$ cat config.mk
export PLATFORM = sky130hd
export DESIGN_NAME = websocket_frame_receive_deframer_core
export DESIGN_NICKNAME = d
export VERILOG_FILES = /design/src/hw/rtl/wsd_pkg.sv /design/src/hw/rtl/wsd_in_stage.sv /design/src/hw/rtl/wsd_parser.sv /design/src/hw/rtl/wsd_out_stage.sv /design/src/hw/rtl/websocket_frame_receive_deframer_core.sv
export SDC_FILE = /design/constraint.sdc
export NUM_CORES = 1
export LEC_CHECK = 0
export BUFFER_PORTS_ARGS = -buffer_cell sky130_fd_sc_hd__buf_2
export CAP_MARGIN = 20
export CORE_MARGIN = 2
export CORE_UTILIZATION = 40
export CTS_CLUSTER_SIZE = 14
export DETAILED_ROUTE_END_ITERATION = 12
export GPL_TIMING_DRIVEN = 0
export REMOVE_ABC_BUFFERS = 1
export SLEW_MARGIN = 20
export SYNTH_ARGS = -nofsm -noshare
export SYNTH_HDL_FRONTEND = slang
export SYNTH_SLANG_ARGS = --single-unit
export TNS_END_PERCENT = 5
$ cat constraint.sdc
create_clock -name clk_i -period 9 [get_ports clk_i]
set_clock_uncertainty 0.15 [all_clocks]
set_input_delay 0.45 -clock clk_i [delete_from_list [all_inputs] [get_ports clk_i]]
set_output_delay 0.45 -clock clk_i [all_outputs]
set_load 0.1 [all_outputs]
$ cat src/hw/rtl/wsd_pkg.sv
// Shared types and constants for the WebSocket receive deframer.
`default_nettype none

package wsd_pkg;

  // Header parse phase, one-hot.
  typedef enum logic [4:0] {
    PH_OPCODE  = 5'b00001,
    PH_LENGTH  = 5'b00010,
    PH_EXT     = 5'b00100,
    PH_KEY     = 5'b01000,
    PH_PAYLOAD = 5'b10000
  } phase_e;

  // Result kinds.
  localparam logic KIND_HEADER  = 1'b0;
  localparam logic KIND_PAYLOAD = 1'b1;

  // Opcode types: continuation, and close and pong whose payload is consumed without output.
  localparam logic [3:0] OP_TYPE_CONT  = 4'h0;
  localparam logic [3:0] OP_TYPE_CLOSE = 4'h8;
  localparam logic [3:0] OP_TYPE_PONG  = 4'hA;

  // Length byte decoding.
  localparam logic [6:0] LEN_CODE_EXT16 = 7'd126;
  localparam logic [2:0] EXT16_LAST_CNT = 3'd1;
  localparam logic [2:0] EXT64_LAST_CNT = 3'd7;
  localparam logic [2:0] KEY_LAST_IDX   = 3'd3;

  // One result word.
  typedef struct packed {
    logic        result_kind;
    logic [7:0]  payload_byte;
    logic [3:0]  message_type;
    logic        final_fragment;
    logic [62:0] frame_length;
    logic        last_of_frame;
    logic        close_seen;
  } result_t;

  // Parser status seen by the top level.
  typedef struct packed {
    phase_e phase;
    logic   rem_zero;
  } status_t;

endpackage

`default_nettype wire

$ cat src/hw/rtl/wsd_in_stage.sv
// Input register stage holding one received byte.
`default_nettype none

module wsd_in_stage (
  input  wire logic       clk_i,
  input  wire logic       rst_ni,
  input  wire logic       s_valid_i,
  output logic            s_ready_o,
  input  wire logic [7:0] s_data_i,
  input  wire logic       consume_i,
  output logic            valid_o,
  output logic [7:0]      data_o
);

  logic       valid_q, valid_d;
  logic [7:0] data_q;

  // The register frees when empty or when its word moves on this cycle.
  assign s_ready_o = !valid_q || consume_i;
  assign valid_d   = s_ready_o ? s_valid_i : valid_q;

  always_ff @(posedge clk_i or negedge rst_ni) begin
    if (!rst_ni) begin
      valid_q <= 1'b0;
    end else begin
      valid_q <= valid_d;
    end
  end

  // Payload register, no reset needed.
  always_ff @(posedge clk_i) begin
    if (s_valid_i && s_ready_o) begin
      data_q <= s_data_i;
    end
  end

  assign valid_o = valid_q;
  assign data_o  = data_q;

endmodule

`default_nettype wire

$ cat src/hw/rtl/wsd_parser.sv
// Frame header parser and payload unmasking with its state registers.
`default_nettype none

module wsd_parser (
  input  wire logic       clk_i,
  input  wire logic       rst_ni,
  input  wire logic       advance_i,
  input  wire logic [7:0] byte_i,
  output logic            emit_o,
  output wsd_pkg::result_t result_o,
  output wsd_pkg::status_t status_o
);

  wsd_pkg::phase_e state_q, state_d;
  logic [7:0]       kept_q, kept_d;
  logic             mask_q, mask_d;
  logic [63:0]      rem_q, rem_d;
  logic [2:0]       cnt_q, cnt_d;
  logic [1:0]       pos_q, pos_d;
  logic [3:0][7:0]  key_q, key_d;

  logic       finish;
  logic       emit_pay;
  logic       pay_last;
  logic [7:0] pay_byte;
  logic       dropped;
  logic       is_close;
  logic       empty;

  assign dropped  = (kept_q[3:0] == wsd_pkg::OP_TYPE_CLOSE) ||
                    (kept_q[3:0] == wsd_pkg::OP_TYPE_PONG);
  assign is_close = (kept_q[3:0] == wsd_pkg::OP_TYPE_CLOSE);

  // Next-state logic for one byte.
  always_comb begin
    state_d  = state_q;
    kept_d   = kept_q;
    mask_d   = mask_q;
    rem_d    = rem_q;
    cnt_d    = cnt_q;
    pos_d    = pos_q;
    key_d    = key_q;
    finish   = 1'b0;
    emit_pay = 1'b0;
    pay_last = 1'b0;
    pay_byte = byte_i;
    case (state_q)
      wsd_pkg::PH_OPCODE: begin
        // A continuation opcode merges its flags into the kept opcode.
        if (byte_i[3:0] == wsd_pkg::OP_TYPE_CONT) begin
          kept_d = kept_q | byte_i;
        end else begin
          kept_d = byte_i;
        end
        state_d = wsd_pkg::PH_LENGTH;
      end
      wsd_pkg::PH_LENGTH: begin
        mask_d = byte_i[7];
        rem_d  = '0;
        if (byte_i[6:0] < wsd_pkg::LEN_CODE_EXT16) begin
          rem_d = {57'd0, byte_i[6:0]};
          if (byte_i[7]) begin
            state_d = wsd_pkg::PH_KEY;
            cnt_d   = '0;
          end else begin
            finish = 1'b1;
          end
        end else begin
          state_d = wsd_pkg::PH_EXT;
          cnt_d   = (byte_i[6:0] == wsd_pkg::LEN_CODE_EXT16) ?
                    wsd_pkg::EXT16_LAST_CNT : wsd_pkg::EXT64_LAST_CNT;
        end
      end
      wsd_pkg::PH_EXT: begin
        // Extended length arrives most significant byte first.
        rem_d = {rem_q[55:0], byte_i};
        if (cnt_q == '0) begin
          if (mask_q) begin
            state_d = wsd_pkg::PH_KEY;
          end else begin
            finish = 1'b1;
          end
        end else begin
          cnt_d = cnt_q - 3'd1;
        end
      end
      wsd_pkg::PH_KEY: begin
        key_d[cnt_q[1:0]] = byte_i;
        if (cnt_q == wsd_pkg::KEY_LAST_IDX) begin
          finish = 1'b1;
        end else begin
          cnt_d = cnt_q + 3'd1;
        end
      end
      wsd_pkg::PH_PAYLOAD: begin
        // Unmask by cycling through the key.
        if (mask_q) begin
          pay_byte = byte_i ^ key_q[pos_q];
          pos_d    = pos_q + 2'd1;
        end
        rem_d    = rem_q - 64'd1;
        pay_last = (rem_q == 64'd1);
        if (pay_last) begin
          state_d = wsd_pkg::PH_OPCODE;
        end
        emit_pay = !dropped;
      end
      default: begin
        state_d = wsd_pkg::PH_OPCODE;
      end
    endcase
    // Header complete: report it and head for the payload or the next frame.
    if (finish) begin
      pos_d   = '0;
      state_d = (rem_d == 64'd0) ? wsd_pkg::PH_OPCODE : wsd_pkg::PH_PAYLOAD;
    end
  end

  assign empty = (rem_d == 64'd0);

  // Result word assembly.
  always_comb begin
    result_o.message_type   = kept_q[3:0];
    result_o.final_fragment = kept_q[7];
    if (finish) begin
      result_o.result_kind   = wsd_pkg::KIND_HEADER;
      result_o.payload_byte  = '0;
      result_o.frame_length  = rem_d[62:0];
      result_o.last_of_frame = empty || dropped;
      result_o.close_seen    = is_close;
    end else begin
      result_o.result_kind   = wsd_pkg::KIND_PAYLOAD;
      result_o.payload_byte  = pay_byte;
      result_o.frame_length  = '0;
      result_o.last_of_frame = pay_last;
      result_o.close_seen    = 1'b0;
    end
  end

  assign emit_o = finish || emit_pay;

  always_ff @(posedge clk_i or negedge rst_ni) begin
    if (!rst_ni) begin
      state_q <= wsd_pkg::PH_OPCODE;
      kept_q  <= '0;
      mask_q  <= 1'b0;
      rem_q   <= '0;
      cnt_q   <= '0;
      pos_q   <= '0;
      key_q   <= '0;
    end else if (advance_i) begin
      state_q <= state_d;
      kept_q  <= kept_d;
      mask_q  <= mask_d;
      rem_q   <= rem_d;
      cnt_q   <= cnt_d;
      pos_q   <= pos_d;
      key_q   <= key_d;
    end
  end

  assign status_o.phase    = state_q;
  assign status_o.rem_zero = (rem_q == 64'd0);

endmodule

`default_nettype wire

$ cat src/hw/rtl/wsd_out_stage.sv
// Output register holding one result word for the downstream side.
`default_nettype none

module wsd_out_stage (
  input  wire logic             clk_i,
  input  wire logic             rst_ni,
  input  wire logic             load_i,
  input  wire wsd_pkg::result_t result_i,
  output logic                  can_load_o,
  input  wire logic             m_ready_i,
  output logic                  m_valid_o,
  output wsd_pkg::result_t      m_result_o
);

  logic             valid_q, valid_d;
  wsd_pkg::result_t result_q;

  // A new word may enter when empty or when the held word is taken.
  assign can_load_o = !valid_q || m_ready_i;
  assign valid_d    = load_i ? 1'b1 : (m_ready_i ? 1'b0 : valid_q);

  always_ff @(posedge clk_i or negedge rst_ni) begin
    if (!rst_ni) begin
      valid_q <= 1'b0;
    end else begin
      valid_q <= valid_d;
    end
  end

  always_ff @(posedge clk_i) begin
    if (load_i) begin
      result_q <= result_i;
    end
  end

  assign m_valid_o  = valid_q;
  assign m_result_o = result_q;

endmodule

`default_nettype wire

$ cat src/hw/rtl/websocket_frame_receive_deframer_core.sv
// Top level of the WebSocket receive deframer.
//
// Usage: received connection bytes enter on the s_axis channel, one byte per
// word in tdata. The block parses the frame header (opcode, mask bit and
// length, optional 16- or 64-bit extended length, optional 4-byte key) and
// then emits one header word followed by the unmasked payload bytes on the
// m_axis channel. tuser carries the result kind (0 header, 1 payload byte)
// and tlast marks the final word of a frame. Close and pong payloads are
// consumed without output; ping and data payloads are passed on.
// A byte is first held in the input register for its parse step, and its
// result is then loaded into the result register. Throughput: one byte
// per cycle while the receiver does not stall, set by the single parse step
// between the two registers.
// Reset clears the parser to expect an opcode byte and empties both
// registers. When the receiver stalls, the result register holds its word
// and bytes that give no result keep flowing; a byte that gives a result
// waits in the input register, and tready drops once that is full.
`default_nettype none

module websocket_frame_receive_deframer_core (
  input  wire logic        clk_i,
  input  wire logic        rst_ni,
  input  wire logic        s_axis_tvalid_i,
  output logic             s_axis_tready_o,
  input  wire logic [7:0]  s_axis_tdata_i,  // [7:0] rx_byte
  output logic             m_axis_tvalid_o,
  input  wire logic        m_axis_tready_i,
  // [7:0] payload_byte, [11:8] message_type, [12] final_fragment,
  // [75:13] frame_length, [76] close_seen, [79:77] zero
  output logic [79:0]      m_axis_tdata_o,
  output logic             m_axis_tlast_o,  // last_of_frame
  output logic             m_axis_tuser_o   // [0] result_kind
);

  logic             in_valid;
  logic [7:0]       in_byte;
  logic             advance;
  logic             emit;
  logic             can_load;
  wsd_pkg::result_t result;
  wsd_pkg::result_t out_result;
  wsd_pkg::status_t status;

  // A byte moves on unless it makes a result that has nowhere to go.
  assign advance = in_valid && (!emit || can_load);

  wsd_in_stage u_in (
    .clk_i     (clk_i),
    .rst_ni    (rst_ni),
    .s_valid_i (s_axis_tvalid_i),
    .s_ready_o (s_axis_tready_o),
    .s_data_i  (s_axis_tdata_i),
    .consume_i (advance),
    .valid_o   (in_valid),
    .data_o    (in_byte)
  );

  wsd_parser u_parser (
    .clk_i     (clk_i),
    .rst_ni    (rst_ni),
    .advance_i (advance),
    .byte_i    (in_byte),
    .emit_o    (emit),
    .result_o  (result),
    .status_o  (status)
  );

  wsd_out_stage u_out (
    .clk_i      (clk_i),
    .rst_ni     (rst_ni),
    .load_i     (advance && emit),
    .result_i   (result),
    .can_load_o (can_load),
    .m_ready_i  (m_axis_tready_i),
    .m_valid_o  (m_axis_tvalid_o),
    .m_result_o (out_result)
  );

  // Output word packing.
  assign m_axis_tdata_o = {3'b000, out_result.close_seen, out_result.frame_length,
                           out_result.final_fragment, out_result.message_type,
                           out_result.payload_byte};
  assign m_axis_tlast_o = out_result.last_of_frame;
  assign m_axis_tuser_o = out_result.result_kind;

  // The payload phase always has bytes left to take.
  assert property (@(posedge clk_i) disable iff (!rst_ni)
    status.phase == wsd_pkg::PH_PAYLOAD |-> !status.rem_zero)
    else $error("payload phase entered with zero remaining length");

  // A payload word carries no length and no close flag.
  assert property (@(posedge clk_i) disable iff (!rst_ni)
    m_axis_tvalid_o && m_axis_tuser_o |-> m_axis_tdata_o[76:13] == '0)
    else $error("payload word with header fields set");

  // Close flag only on close frames.
  assert property (@(posedge clk_i) disable iff (!rst_ni)
    m_axis_tvalid_o && m_axis_tdata_o[76] |->
      m_axis_tdata_o[11:8] == wsd_pkg::OP_TYPE_CLOSE)
    else $error("close flag on a non-close frame");

  // A held input byte that cannot move stays in place.
  assert property (@(posedge clk_i) disable iff (!rst_ni)
    in_valid && !advance |=> in_valid && $stable(in_byte))
    else $error("stalled input byte lost");

endmodule

`default_nettype wire
==> results.cfg <==
[clock_tree]
numCtsBuffers = 22
cts.clk_slew.worst_paths_ns = 0.06
htreeDepth = 1
cts_tree = built
clk_latency_ns = 0.53
cts_num_sinks = 201
cts_buffer_depth = 3
cts_root_buf = clkbuf_16
cts_resized = 0

[routing]
vias = 9333
detail-route-antenna-nets = 0
vias_per_cell = 6.07
wl_um = 33100
drtPass1Iterations = 6
drc_errors = 0
wire_per_inst_um = 21.5
first_iter_violations = 1027

[outcome]
outcome = finished clean

[finish]
final_cell_mix = nand2_1, nor2_1, dfrtp_1
layout.cells.most_common = nand2_1
final_net_count = 1195
multiInputGateArea_um2 = 5070
design_area_um2 = 12600
diodes = 0
seq_area_um2 = 5470
area_growth_pct = 15.1
fin_util_pct = 46.7
drive_gt1_share_pct = 18.3
fill_cells = 2522

[synthesis]
avgSynthCellArea_um2 = 9.69
ys_seq_area_share_pct = 50.1
netlist_area_um2 = 10900
yosys_warnings = 0
synth_flop_cell = dfrtp_1
yosysUniqueCellTypes = 81
synth_edf_count = 87
ys_async_sr_fraction_pct = 56.7
syn_inst = 1125
ys_seq_elements = 201

[setup_path]
cp_cell_sequence = nor3b_2, nand2_2, or3_1, and3_1, a211oi_1, nand4b_1, nor4_1, nand4_1, o311ai_1, and2_1
crit_required_ns = 9.23
max_stage_delay_ns = 0.71
crit_arrival_ns = 5.46
start_kind = flop
crit_fanout = 39
criticalPathCategory = flop to flop
crit_slowest_cell = nor3b_2
cp-end-kind = flop

[floorplanning]
die_h_um = 169
placementRows = 60
ios = 96
die_x_um = 169
start_util_pct = 40.6
dieArea_um2 = 28600
core_um2 = 26900

[power_and_ir_drop]
ir_drop_v = 0.000169
swShare_pct = 46.0
seqPwrFrac_pct = 33.6
power_frac_comb_pct = 44.5
p_clk_share_pct = 21.9
power-per-cell-area_nw_per_um2 = 327
leakagePower_nw = 4.97
p_int_mw = 2.21
p_switching_mw = 1.89

[grt]
grt_pass1_wl_um = 51900
track_usage_pct = 23.2
grt_overflow = 0
antenna_found_initial = 1
grt_max_degree = 76
grt_pass1_vias = 8812

[timing]
hold_viol = 0
max_freq_mhz = 191
period_share_pct = 58.1
setup_viol = 0
fin_ws_ns = 3.77
period_needed_ns = 5.23
drv_slew = 0
relSlewSlack_pct = 31.5
worstMarginPinSlew_ns = 1.02
rsz0062_at_grt = no

[placed_design]
gp_congestion = 0.921
postPlaceCellArea_um2 = 11700
dp_slack_ns = 4.04
port_buffers = 92
dp_hpwl_um = 22800

[min_path]
min_path_type = input port to flop

[run]
maxCapViolCount = 0
==> layout make-up <==
type / instances / area share, %
timing repair buffer: 113 / 6.65
multi-input combinational: 831 / 40.4
clock buffer: 30 / 4.94
tap: 341 / 3.40
sequential: 201 / 43.5
clock inverter: 10 / 0.757
inverter: 11 / 0.349
==> power by group through the flow <==
| stage | Sequential (mW) | Combinational, mW | Clock (mW) |
|---|---|---|---|
| final | 1.38 | 1.83 | 0.896 |
| after global routing | 1.41 | 1.95 | 0.956 |
| after CTS | 1.37 | 1.78 | 0.918 |
| after detailed placement | 1.39 | 1.77 | 0 |
| after global placement | 1.40 | 1.71 | 0 |
| after floorplan | 1.54 | 1.04 | 0 |
==> flip-flops by register name, indices dropped and copies added (netlist names) <==
signal,count
u_parser.key_q,32
u_in.data_o,8
u_parser.mask_q,1
u_in.valid_o,1
u_parser.rem_q,64
u_out.m_result_o,79
u_parser.state_q,5
u_parser.cnt_q,3
u_parser.kept_q,5
u_parser.pos_q,2
u_out.m_valid_o,1
==> cell usage after synthesis (all sizes together), types with 4 or more instances <==
cell type | number | area [µm²]
o311ai | 7 | 61.3
nor4b | 4 | 35.0
mux2 | 28 | 315
or2 | 9 | 56.3
nand2 | 154 | 578
nand2b | 7 | 43.8
o211ai | 16 | 120
mux2i | 6 | 60.1
buf | 15 | 108
mux4 | 8 | 180
inv | 11 | 41.3
nor2b | 7 | 43.8
a22o | 9 | 78.8
a21o | 4 | 31.3
o21ai | 96 | 480
o22ai | 4 | 25.0
nand3 | 34 | 175
nand4 | 27 | 169
nor3b | 4 | 30.0
nor2 | 122 | 458
edfxtp | 87 | 2610
o21a | 5 | 37.5
a221oi | 7 | 61.3
dfrtp | 113 | 2830
or3 | 9 | 57.6
xnor2 | 6 | 52.6
a31oi | 12 | 75.1
nor3 | 39 | 200
and4 | 7 | 61.3
clkbuf | 69 | 289
nor4 | 32 | 249
a21oi | 39 | 195
xor2 | 9 | 78.8
a211oi | 9 | 67.6
nand4b | 4 | 35.0
o31ai | 13 | 97.6
or4 | 17 | 144
and2 | 8 | 52.6
and3 | 15 | 95.1
o311a | 13 | 136
==> critical path: cells and delay by family, from the launching register on <==
family	cells	cell delay, ns
and+or+nand+nor	8	3.33
AOI/OAI and AO/OA	2	1.01
DFF	1	0.57
==> cell families after synthesis <==
kind of cell               count (synthesis)  synth area share, %
buffers and inverters                     95                 4.02
xor gates and xnor gates                  15                 1.20
muxes                                     42                 5.09
adders and majority gates                  3                0.413
AOI/OAI and AO/OA                        262                 15.8
other                                      1               0.0344
and+or+nand+nor                          506                 23.3
DFF                                      201                 50.1
==> metrics by stage <==
| step | power, mW | instances | hold WS (ns) | setup TNS [ns] |
|---|---|---|---|---|
| final | 4.10 | 1537 | 0.192 | 0 |
| after global routing | 4.31 | 1537 | 0.233 | 0 |
| after CTS | 4.07 | 1537 | 0.198 | 0 |
| after detailed placement | 3.16 | 1487 | 0.234 | 0 |
| after global placement | 3.11 | 1476 | 0.308 | -1081.60 |
| after floorplan | 2.58 | 1043 | 0.00441 | -212.99 |
==> routing by layer <==
metal  part of all wire, %  vias to the layer above  GRT usage, %
met3                   8.4                       73          3.76
met5                 0.039                        -             0
met1                    45                     4489          34.3
li1                      -                     4330             -
met4                   3.2                        2          7.10
met2                    44                      439          34.9
==> worst paths after layout <==
| path | slack (ns) | startpoint | cells after the start | end |
|---|---|---|---|---|
| worst max-delay path | 3.77 | u_parser.state_q[4]$_DFFE_PN0P_ | 10 | u_out.m_result_o[1]$_DFFE_PP_ |
| worst min-delay path | 0.19 | m_axis_tready_i | 3 | u_out.m_valid_o$_DFFE_PN0P_ |
| worst min register to register | 0.32 | u_parser.kept_q[7]$_DFFE_PN0P_ | 0 | u_out.m_result_o[65]$_DFFE_PP_ |
| min in group asynchronous | 0.25 | rst_ni | 2 | u_parser.key_q[17]$_DFFE_PN0P_ |
| worst max register to register | 3.77 | u_parser.state_q[4]$_DFFE_PN0P_ | 10 | u_out.m_result_o[1]$_DFFE_PP_ |
| max in group asynchronous | 7.72 | rst_ni | 3 | u_parser.state_q[0]$_DFFE_PN1P_ |
==> repair_timing <==
| item | CTS | global route |
|---|---|---|
| endpoints found under the setup margin | 0 | 0 |
| hold endpoints to repair | 48 | 0 |
| setup buffers | 0 | 0 |
| hold buffers | 10 | 0 |
(Power assumes the default switching activity.)
